### src/hdl/lcd_pkg.sv
package lcd_pkg;

	localparam int SAMPLE_BITS_DEF = 16;
	localparam int THRESH_BITS     = 16;
	localparam int CODE_BITS       = 3;
	localparam int APB_DATA_BITS   = 32;
	localparam int APB_ADDR_BITS   = 3;

	localparam logic signed [THRESH_BITS-1:0] THRESH_RESET = 16'sd2048;

	typedef enum logic [CODE_BITS-1:0] {
		LC_NRZ   = 3'd0,
		LC_NRZI  = 3'd1,
		LC_MANCH = 3'd2,
		LC_DMANCH = 3'd3,
		LC_RZ    = 3'd4
	} line_code_t;

	typedef enum logic {
		REG_LINE_CODE = 1'b0,
		REG_THRESH    = 1'b1
	} reg_index_t;

	typedef struct packed {
		logic bit_valid;
		logic bit_value;
		logic edge_seen;
	} lcd_result_t;

endpackage

### src/hdl/lcd_in_if.sv
interface lcd_in_if #(
	parameter int SAMPLE_BITS = 16
);
	logic                          valid;
	logic                          ready;
	logic signed [SAMPLE_BITS-1:0] sample;
	logic                          block_start;

	modport source (output valid, output sample, output block_start, input ready);
	modport sink   (input valid, input sample, input block_start, output ready);
endinterface

### src/hdl/lcd_out_if.sv
interface lcd_out_if;
	logic valid;
	logic ready;
	logic bit_valid;
	logic bit_value;
	logic edge_seen;

	modport source (output valid, output bit_valid, output bit_value, output edge_seen,
		input ready);
	modport sink   (input valid, input bit_valid, input bit_value, input edge_seen,
		output ready);
endinterface

### src/hdl/lcd_core.sv
module lcd_core
	import lcd_pkg::*;
#(
	parameter int SAMPLE_BITS = SAMPLE_BITS_DEF
) (
	input  logic                          clk,
	input  logic                          arst_n,
	input  logic                          step,
	input  logic signed [SAMPLE_BITS-1:0] sample,
	input  logic                          block_start,
	input  logic [CODE_BITS-1:0]          line_code,
	input  logic signed [THRESH_BITS-1:0] slice_threshold,
	output lcd_result_t                   res
);

	localparam int CMP_BITS = (SAMPLE_BITS > THRESH_BITS) ? SAMPLE_BITS : THRESH_BITS;

	logic                          prev_level_q;
	logic                          have_prev_q;
	logic                          pair_phase_q;
	logic                          prev_trans_q;
	logic signed [SAMPLE_BITS-1:0] held_q;

	logic                          pl, hp, ph, pt;
	logic signed [CMP_BITS-1:0]    sample_x, thresh_x;
	logic                          level, trans;
	logic                          pair_phase_d, prev_trans_d, hold_en;

	assign sample_x = CMP_BITS'(sample);
	assign thresh_x = CMP_BITS'(slice_threshold);

	// block start clears running state before this sample is used
	assign pl = block_start ? 1'b0 : prev_level_q;
	assign hp = block_start ? 1'b0 : have_prev_q;
	assign ph = block_start ? 1'b0 : pair_phase_q;
	assign pt = block_start ? 1'b0 : prev_trans_q;

	assign level = (sample_x >= thresh_x);
	assign trans = (held_q < sample);

	always_comb begin
		res.bit_valid = 1'b0;
		res.bit_value = 1'b0;
		res.edge_seen = hp & (level != pl);
		pair_phase_d  = ph;
		prev_trans_d  = pt;
		hold_en       = 1'b0;
		case (line_code)
			LC_NRZ, LC_RZ: begin
				res.bit_valid = 1'b1;
				res.bit_value = level;
			end
			LC_NRZI: begin
				res.bit_valid = 1'b1;
				res.bit_value = level ^ pl;
			end
			LC_MANCH, LC_DMANCH: begin
				if (!ph) begin
					hold_en      = 1'b1;
					pair_phase_d = 1'b1;
				end else begin
					pair_phase_d  = 1'b0;
					res.bit_valid = 1'b1;
					if (line_code == LC_MANCH) begin
						res.bit_value = trans;
					end else begin
						res.bit_value = trans ^ pt;
						prev_trans_d  = trans;
					end
				end
			end
			default: begin
			end
		endcase
	end

	always_ff @(posedge clk or negedge arst_n) begin
		if (!arst_n) begin
			prev_level_q <= 1'b0;
			have_prev_q  <= 1'b0;
			pair_phase_q <= 1'b0;
			prev_trans_q <= 1'b0;
		end else if (step) begin
			prev_level_q <= level;
			have_prev_q  <= 1'b1;
			pair_phase_q <= pair_phase_d;
			prev_trans_q <= prev_trans_d;
		end
	end

	always_ff @(posedge clk) begin
		if (step && hold_en) begin
			held_q <= sample;
		end
	end

endmodule

### src/hdl/line_code_decoder.sv
// Line decoder for NRZ, NRZI, Manchester, differential Manchester and RZ.
// Pipeline: an input register, then a result register loaded with the decode
// of the stage-1 sample, which uses the running decode state held in lcd_core.
// Throughput: one sample per cycle, sustained while the result side takes one.
// Reset (arst_n low, async): pipeline empty, decode state cleared,
// line_code = NRZ, slice_threshold = 0.5 (Q3.12).
module line_code_decoder
	import lcd_pkg::*;
#(
	parameter int SAMPLE_BITS = SAMPLE_BITS_DEF
) (
	input  logic                     clk,
	input  logic                     arst_n,
	input  logic                     psel,
	input  logic                     penable,
	input  logic                     pwrite,
	input  logic [APB_ADDR_BITS-1:0] paddr,
	input  logic [APB_DATA_BITS-1:0] pwdata,
	output logic [APB_DATA_BITS-1:0] prdata,
	output logic                     pready,
	lcd_in_if.sink                   sample_ch,
	lcd_out_if.source                res_ch
);

	logic [CODE_BITS-1:0]          line_code_q;
	logic signed [THRESH_BITS-1:0] thresh_q;
	reg_index_t                    reg_sel;

	logic                          valid_s1;
	logic signed [SAMPLE_BITS-1:0] sample_s1;
	logic                          block_start_s1;

	logic                          out_valid_q;
	lcd_result_t                   result_q;
	lcd_result_t                   core_res;
	logic                          advance;

	// configuration
	assign pready  = 1'b1;
	assign reg_sel = reg_index_t'(paddr[2]);

	always_ff @(posedge clk or negedge arst_n) begin
		if (!arst_n) begin
			line_code_q <= CODE_BITS'(LC_NRZ);
			thresh_q    <= THRESH_RESET;
		end else if (psel && penable && pwrite && pready) begin
			case (reg_sel)
				REG_LINE_CODE: line_code_q <= pwdata[CODE_BITS-1:0];
				REG_THRESH:    thresh_q    <= pwdata[THRESH_BITS-1:0];
				default: begin
				end
			endcase
		end
	end

	always_comb begin
		case (reg_sel)
			REG_LINE_CODE: prdata = APB_DATA_BITS'(line_code_q);
			REG_THRESH:    prdata = APB_DATA_BITS'(thresh_q);
			default:       prdata = '0;
		endcase
	end

	// stage 1 moves into the result register when it is empty or being drained
	assign advance         = valid_s1 && (!out_valid_q || res_ch.ready);
	assign sample_ch.ready = !valid_s1 || advance;

	always_ff @(posedge clk or negedge arst_n) begin
		if (!arst_n) begin
			valid_s1 <= 1'b0;
		end else if (sample_ch.valid && sample_ch.ready) begin
			valid_s1 <= 1'b1;
		end else if (advance) begin
			valid_s1 <= 1'b0;
		end
	end

	always_ff @(posedge clk) begin
		if (sample_ch.valid && sample_ch.ready) begin
			sample_s1      <= sample_ch.sample;
			block_start_s1 <= sample_ch.block_start;
		end
	end

	lcd_core #(
		.SAMPLE_BITS(SAMPLE_BITS)
	) u_core (
		.clk            (clk),
		.arst_n         (arst_n),
		.step           (advance),
		.sample         (sample_s1),
		.block_start    (block_start_s1),
		.line_code      (line_code_q),
		.slice_threshold(thresh_q),
		.res            (core_res)
	);

	always_ff @(posedge clk or negedge arst_n) begin
		if (!arst_n) begin
			out_valid_q <= 1'b0;
		end else if (advance) begin
			out_valid_q <= 1'b1;
		end else if (res_ch.ready) begin
			out_valid_q <= 1'b0;
		end
	end

	always_ff @(posedge clk) begin
		if (advance) begin
			result_q <= core_res;
		end
	end

	assign res_ch.valid     = out_valid_q;
	assign res_ch.bit_valid = result_q.bit_valid;
	assign res_ch.bit_value = result_q.bit_value;
	assign res_ch.edge_seen = result_q.edge_seen;

`ifndef SYNTHESIS
	a_advance_fills_out: assert property (@(posedge clk) disable iff (!arst_n)
		advance |=> out_valid_q)
		else $error("result register not loaded after stage 1 advanced");

	a_value_needs_valid: assert property (@(posedge clk) disable iff (!arst_n)
		out_valid_q && !result_q.bit_valid |-> !result_q.bit_value)
		else $error("bit_value set without bit_valid");

	a_s1_holds_on_stall: assert property (@(posedge clk) disable iff (!arst_n)
		valid_s1 && !advance |=> valid_s1 && $stable(sample_s1) && $stable(block_start_s1))
		else $error("stage 1 lost or changed a stalled transaction");

	a_busy_means_full: assert property (@(posedge clk) disable iff (!arst_n)
		!sample_ch.ready |-> valid_s1 && out_valid_q && !res_ch.ready)
		else $error("input stalled while pipeline has room");
`endif

endmodule

### src/flat_wrapper.sv
// flat-port wrapper written by rule: the top's interface ports become plain ports
module line_code_decoder_flat import lcd_pkg::*;
#(
	parameter int SAMPLE_BITS = SAMPLE_BITS_DEF
)
  (clk, arst_n, psel, penable, pwrite, paddr, pwdata, prdata, pready, sample_ch_valid, sample_ch_sample, sample_ch_block_start, sample_ch_ready, res_ch_valid, res_ch_bit_valid, res_ch_bit_value, res_ch_edge_seen, res_ch_ready);
  lcd_in_if #(.SAMPLE_BITS(SAMPLE_BITS)) sample_ch_i ();
  lcd_out_if res_ch_i ();
  input  logic clk;
  input  logic arst_n;
  input  logic psel;
  input  logic penable;
  input  logic pwrite;
  input  logic [APB_ADDR_BITS-1:0] paddr;
  input  logic [APB_DATA_BITS-1:0] pwdata;
  output logic [APB_DATA_BITS-1:0] prdata;
  output logic pready;
  input wire logic [$bits(sample_ch_i.valid)-1:0] sample_ch_valid;
  input wire logic [$bits(sample_ch_i.sample)-1:0] sample_ch_sample;
  input wire logic [$bits(sample_ch_i.block_start)-1:0] sample_ch_block_start;
  output wire logic [$bits(sample_ch_i.ready)-1:0] sample_ch_ready;
  output wire logic [$bits(res_ch_i.valid)-1:0] res_ch_valid;
  output wire logic [$bits(res_ch_i.bit_valid)-1:0] res_ch_bit_valid;
  output wire logic [$bits(res_ch_i.bit_value)-1:0] res_ch_bit_value;
  output wire logic [$bits(res_ch_i.edge_seen)-1:0] res_ch_edge_seen;
  input wire logic [$bits(res_ch_i.ready)-1:0] res_ch_ready;
  assign sample_ch_i.valid = sample_ch_valid;
  assign sample_ch_i.sample = sample_ch_sample;
  assign sample_ch_i.block_start = sample_ch_block_start;
  assign sample_ch_ready = sample_ch_i.ready;
  assign res_ch_valid = res_ch_i.valid;
  assign res_ch_bit_valid = res_ch_i.bit_valid;
  assign res_ch_bit_value = res_ch_i.bit_value;
  assign res_ch_edge_seen = res_ch_i.edge_seen;
  assign res_ch_i.ready = res_ch_ready;
  line_code_decoder #(.SAMPLE_BITS(SAMPLE_BITS)) u_core (.clk(clk), .arst_n(arst_n), .psel(psel), .penable(penable), .pwrite(pwrite), .paddr(paddr), .pwdata(pwdata), .prdata(prdata), .pready(pready), .sample_ch(sample_ch_i), .res_ch(res_ch_i));
endmodule
### config.mk
export PLATFORM = sky130hd
export DESIGN_NAME = line_code_decoder_flat
export DESIGN_NICKNAME = d
export VERILOG_FILES = /design/src/hdl/lcd_pkg.sv /design/src/hdl/lcd_in_if.sv /design/src/hdl/lcd_out_if.sv /design/src/hdl/lcd_core.sv /design/src/hdl/line_code_decoder.sv /design/src/flat_wrapper.sv
export SDC_FILE = /design/constraint.sdc
export NUM_CORES = 1
export LEC_CHECK = 0
export BUFFER_PORTS_ARGS = -buffer_cell sky130_fd_sc_hd__buf_2
export CAP_MARGIN = 30
export CORE_ASPECT_RATIO = 1.75
export CORE_UTILIZATION = 46
export DETAILED_ROUTE_END_ITERATION = 16
export GPL_TIMING_DRIVEN = 0
export HOLD_SLACK_MARGIN = 0.1
export PLACE_DENSITY = 0.72
export REMOVE_ABC_BUFFERS = 1
export SKIP_LAST_GASP = 1
export SYNTH_ARGS = -nofsm -noshare
export SYNTH_HDL_FRONTEND = slang
export SYNTH_SLANG_ARGS = --single-unit
### constraint.sdc
create_clock -name clk -period 3.4 [get_ports clk]
set_input_delay 0.34 -clock clk [delete_from_list [all_inputs] [get_ports clk]]
set_output_delay 0.34 -clock clk [all_outputs]
set_load 0.1 [all_outputs]
======== After elaboration in Yosys (flattened, before gate mapping) ========
Cells that the tools add are included.
Widths: inputs -> output; s select.
operators by class
  reductions and logical operators ........ 16
  add/sub/neg operators ................... 0
  multiplexer cells ....................... 18
  bitwise logic cells ..................... 4
  equality and inequality tests ........... 5
  multipliers ............................. 0
  $lt $le $gt $ge ......................... 2
  shifts and indexed selects .............. 0
  div/mod/pow operators ................... 0
operator list
  cell                number
  $pmux 32 s2         1
  $ge 16x16->1        1
  $lt 16x16->1        1
  $mux 1              15
  $eq 3x2->1 const B  2
  $pmux 2 s3          1
  $logic_and 1x1->1   5
  $reduce_and 2->1    2
  $reduce_bool 2->1   2
  $reduce_or 2->1     2
  $eq 3x1->1 const B  1
  $eq 3x3->1 const B  1
  $logic_not 3->1     1
  $logic_not 1->1     2
  $logic_or 1x1->1    2
  $mux 2              1
  $xor 1x1->1         2
  $and 1x1->1         1
  $ne 1x1->1          1
  $not 1->1           1
storage, ports and cells
  register bits after elaboration ......... 61
  logic and storage cells ................. 59
  bits in latches ......................... 0
  RAM bits ................................ 0
  memory bits (read-only) ................. 0
  memories kept ........................... 0
  input port bits ......................... 59
  output and inout bits ................... 38

======== Depth between registers and ports, before layout ========
  depth in word-level cells ............... 6
  depth in mapped cells ................... 10
  depth with buffers taken out ............ 9

======== Modules after synthesis ========
Synthesis repeated with hierarchy kept, for this count alone.
unflattened totals
  cells, all modules ...................... 276
  area total of the unflattened synthesis .. 3409.5 um^2
by module, submodules not included
  module             sequential area each (um^2)  cells an instance  instances  area each (um^2)
  line_code_decoder  1127.3                       105                1          1720.4
  lcd_core           580.6                        171                1          1689.1

======== Worst setup path before layout ========
No wires, ideal clock.
  path kind ............................... input port to output port
  start ................................... input port paddr[2]
  end ..................................... output port prdata[1]
  arrival time ............................ 2762 ps
  setup slack ............................. 298 ps
  cell stages on the path ................. 3
  required time ........................... 3060 ps
  buffers on the path ..................... 2
  path through ............................ buf_2 > clkbuf_1 > o21ai_0
between the ends
  word-level cells in the longest chain between the ends .. 2
RTL lines
  element             RTL line                 text
  start: declaration  flat_wrapper.sv:14       input logic [APB_ADDR_BITS-1:0] paddr;
  $not 1->1           line_code_decoder.sv:57  case (reg_sel)
  $pmux 32 s2 *       line_code_decoder.sv:57
  end: declaration    flat_wrapper.sv:16       output logic [APB_DATA_BITS-1:0] prdata;
Mark *: on every way between the ends. The rest lies on a longest branch, timed or not.

==> results_dict.tcl <==
set metrics [dict create \
    status "completed" \
    root_buffer "clkbuf_16" \
    core_um2 6907 \
    setup_viol 0 \
    routedWlPerCell_um 15.09 \
    drc 0 \
    final_cell_mix "buf_2 (77), inv_1 (36), edfxtp_1 (36)" \
    layout_commonest_cell "buf_2" \
    cts_hold_buffers 1 \
    crit_path_end_kind "flip-flop" \
    slew-limit-headroom_pct 36.19 \
    synth_edf_count 36 \
    multiInputGateArea_um2 1299 \
    pre_cts_slack_ns 0.9734 \
    max_freq_ghz 0.4105 \
    postCtsSetupBuffers 0 \
    fin_crit_sh_pct 71.64 \
    rsz0062_at_grt "false" \
    cts_tree "yes" \
    criticalPathCategory "flip-flop to flip-flop" \
    gr-total-overflow 0 \
    leakagePower_nw 1.867 \
    die_h_um 113.9 \
    area_growth_pct 18.86 \
    cts_htree_levels 3 \
    ys_seq_area_share_pct 51.90 \
    initial_core_util_pct 47.64 \
    design.final.nets 436 \
    grt_util_all_layers_pct 19.64 \
    drtIter0Drc 69 \
    crit_path_start_kind "flip-flop" \
    ctsResizeCount 0 \
    synthFlopType "edfxtp_1" \
    worstPathMaxFanout 4 \
    p_per_area_nw_per_um2 688.7 \
    netlist_instances 275 \
    yosysWarnings 0 \
    numCtsBuffers 9 \
    std_cell_rows 40 \
    drive_gt1_share_pct 33.24 \
    ys_types 42 \
    fin_crit_ns 2.436 \
    async_flop_share_pct 40.98 \
    grt_max_degree 26 \
    wl_um 6532 \
    clk_pin_slew_worst_paths_ns 0.05 \
    gp_congestion 0.8392 \
    hold_viol 0 \
    ir_drop_mv 0.3877 \
    ios 97 \
    first_pass_iters 4 \
    die-area_um2 7509 \
    timing.setup.tns_ns 0 \
    cp.required_ns 3.47 \
    final_cell_count_no_fill 433 \
    maxCapViolations 0 \
    die_w_um 65.94 \
    via_per_inst 5.141 \
    synth-seq-cells 61 \
    worstMarginPinSlew_ns 0.9572 \
    grt_pass1_wl_um 10600 \
    hp-class "primary input to flip-flop" \
    dp_cells 416 \
    clock_skew_ns 0.004108 \
    cp.arrival_ns 2.51 \
    antenna_found_initial 0 \
    clk_latency_ns 0.33 \
    syn_area_per_cell_um2 11.97 \
    grt_pass1_vias 2288 \
    vias 2226 \
    cts_sinks 61 \
    clockBufferDepth 2 \
    syn_area_um2 3291 \
    dp_hpwl_um 4952 \
    n_antenna_cell 0 \
    ant_nets 0 \
    slew_violations 0 \
    hold_ws_ns 0.1886 \
    power_mw 2.694 \
    port_buffers 77 \
    fill_cells 592 \
    regArea_um2 1708 \
    fin_ws_ns 0.9642 \
]
area by class of cell:
cell class	instances	share of cell area (%)
inverters	36	3.455
well taps	84	2.687
multi-input cells	157	33.21
clock inverters	2	0.2559
clock buffers	14	6.238
flip-flops and latches	61	43.67
repair buffers	79	10.49
power breakdown:
part,internal (mW),leakage [nW],total (mW),switching [mW]
Sequential,0.898,0.634,0.969,0.0703
Clock,0.490,0.125,0.781,0.291
Combinational,0.231,1.11,0.944,0.714
Total,1.62,1.87,2.69,1.07
registers in the layout, summed over array words and instances (netlist names), 3 cells and up:
register,cells
u_core.line_code_q,3
u_core.u_core.held_q,16
u_core.sample_s1,16
u_core.thresh_q,16
cells in the mapped netlist (2+ instances only):
cell | instances | share of area (%)
a21o_1 | 2 | 0.46
a21oi_1 | 15 | 2.3
and2_1 | 14 | 2.7
and3_1 | 2 | 0.38
and4_1 | 2 | 0.53
buf_2 | 2 | 0.30
buf_4 | 18 | 4.1
dfrtp_1 | 24 | 18
edfxtp_1 | 36 | 33
ha_1 | 33 | 13
inv_1 | 36 | 4.1
mux2_2 | 21 | 7.2
nand2_1 | 15 | 1.7
nand2b_1 | 5 | 0.95
nand3_1 | 3 | 0.46
nand3b_1 | 3 | 0.68
nand4_1 | 5 | 0.95
nand4b_1 | 2 | 0.53
nor2_1 | 3 | 0.34
nor2b_1 | 3 | 0.57
o21a_1 | 2 | 0.46
o21ai_0 | 9 | 1.4
metal layers:
layer  wire length, um  GRT usage [%]
met3               287          5.300
met5                 0              0
met4               196          10.50
met1              2416          21.02
met2              3632          34.15
path summary, 6_finish.rpt:
| path | from | cells after the start | slack, ns | to |
|---|---|---|---|---|
| min | sample_ch_sample[7] | 1 | 0.19 | u_core.sample_s1[7] |
| min in group asynchronous | arst_n | 2 | 0.56 | u_core.res_ch.valid |
| max in group asynchronous | arst_n | 2 | 2.44 | u_core.thresh_q[2] |
| max reg2reg | u_core.thresh_q[11] | 9 | 0.96 | u_core.res_ch.edge_seen |
| min reg2reg | u_core.u_core.have_prev_q | 1 | 0.46 | u_core.u_core.have_prev_q |
| max | u_core.thresh_q[11] | 9 | 0.96 | u_core.res_ch.edge_seen |
through the flow:
stage | instance area (um2) | util [%]
2_1_floorplan | 3142 | -
3_3_place_gp | 3632 | 52.59
3_5_place_dp | 3647 | 52.81
4_1_cts | 3911 | 56.63
5_1_grt | 3911 | 56.63
6_report | 3911 | 56.63
cell families after synthesis:
kind of cell,synth area share (%)
compound gates,6.958
xor+xnor,0.5324
fa+ha+maj,12.55
buf+inv,8.631
flops,51.90
mux,7.491
other cells,0.1140
simple gates,11.82
worst max-delay path, cell delays in order, from the launching register on:
cell,delay (ns)
dfstp_2,0.54
inv_1,0.05
ha_1,0.30
a21oi_1,0.17
o21a_1,0.15
o221ai_1,0.13
a211o_2,0.32
mux2i_1,0.25
xor2_1,0.21
nor3b_2,0.06
(Power assumes the default switching activity.)
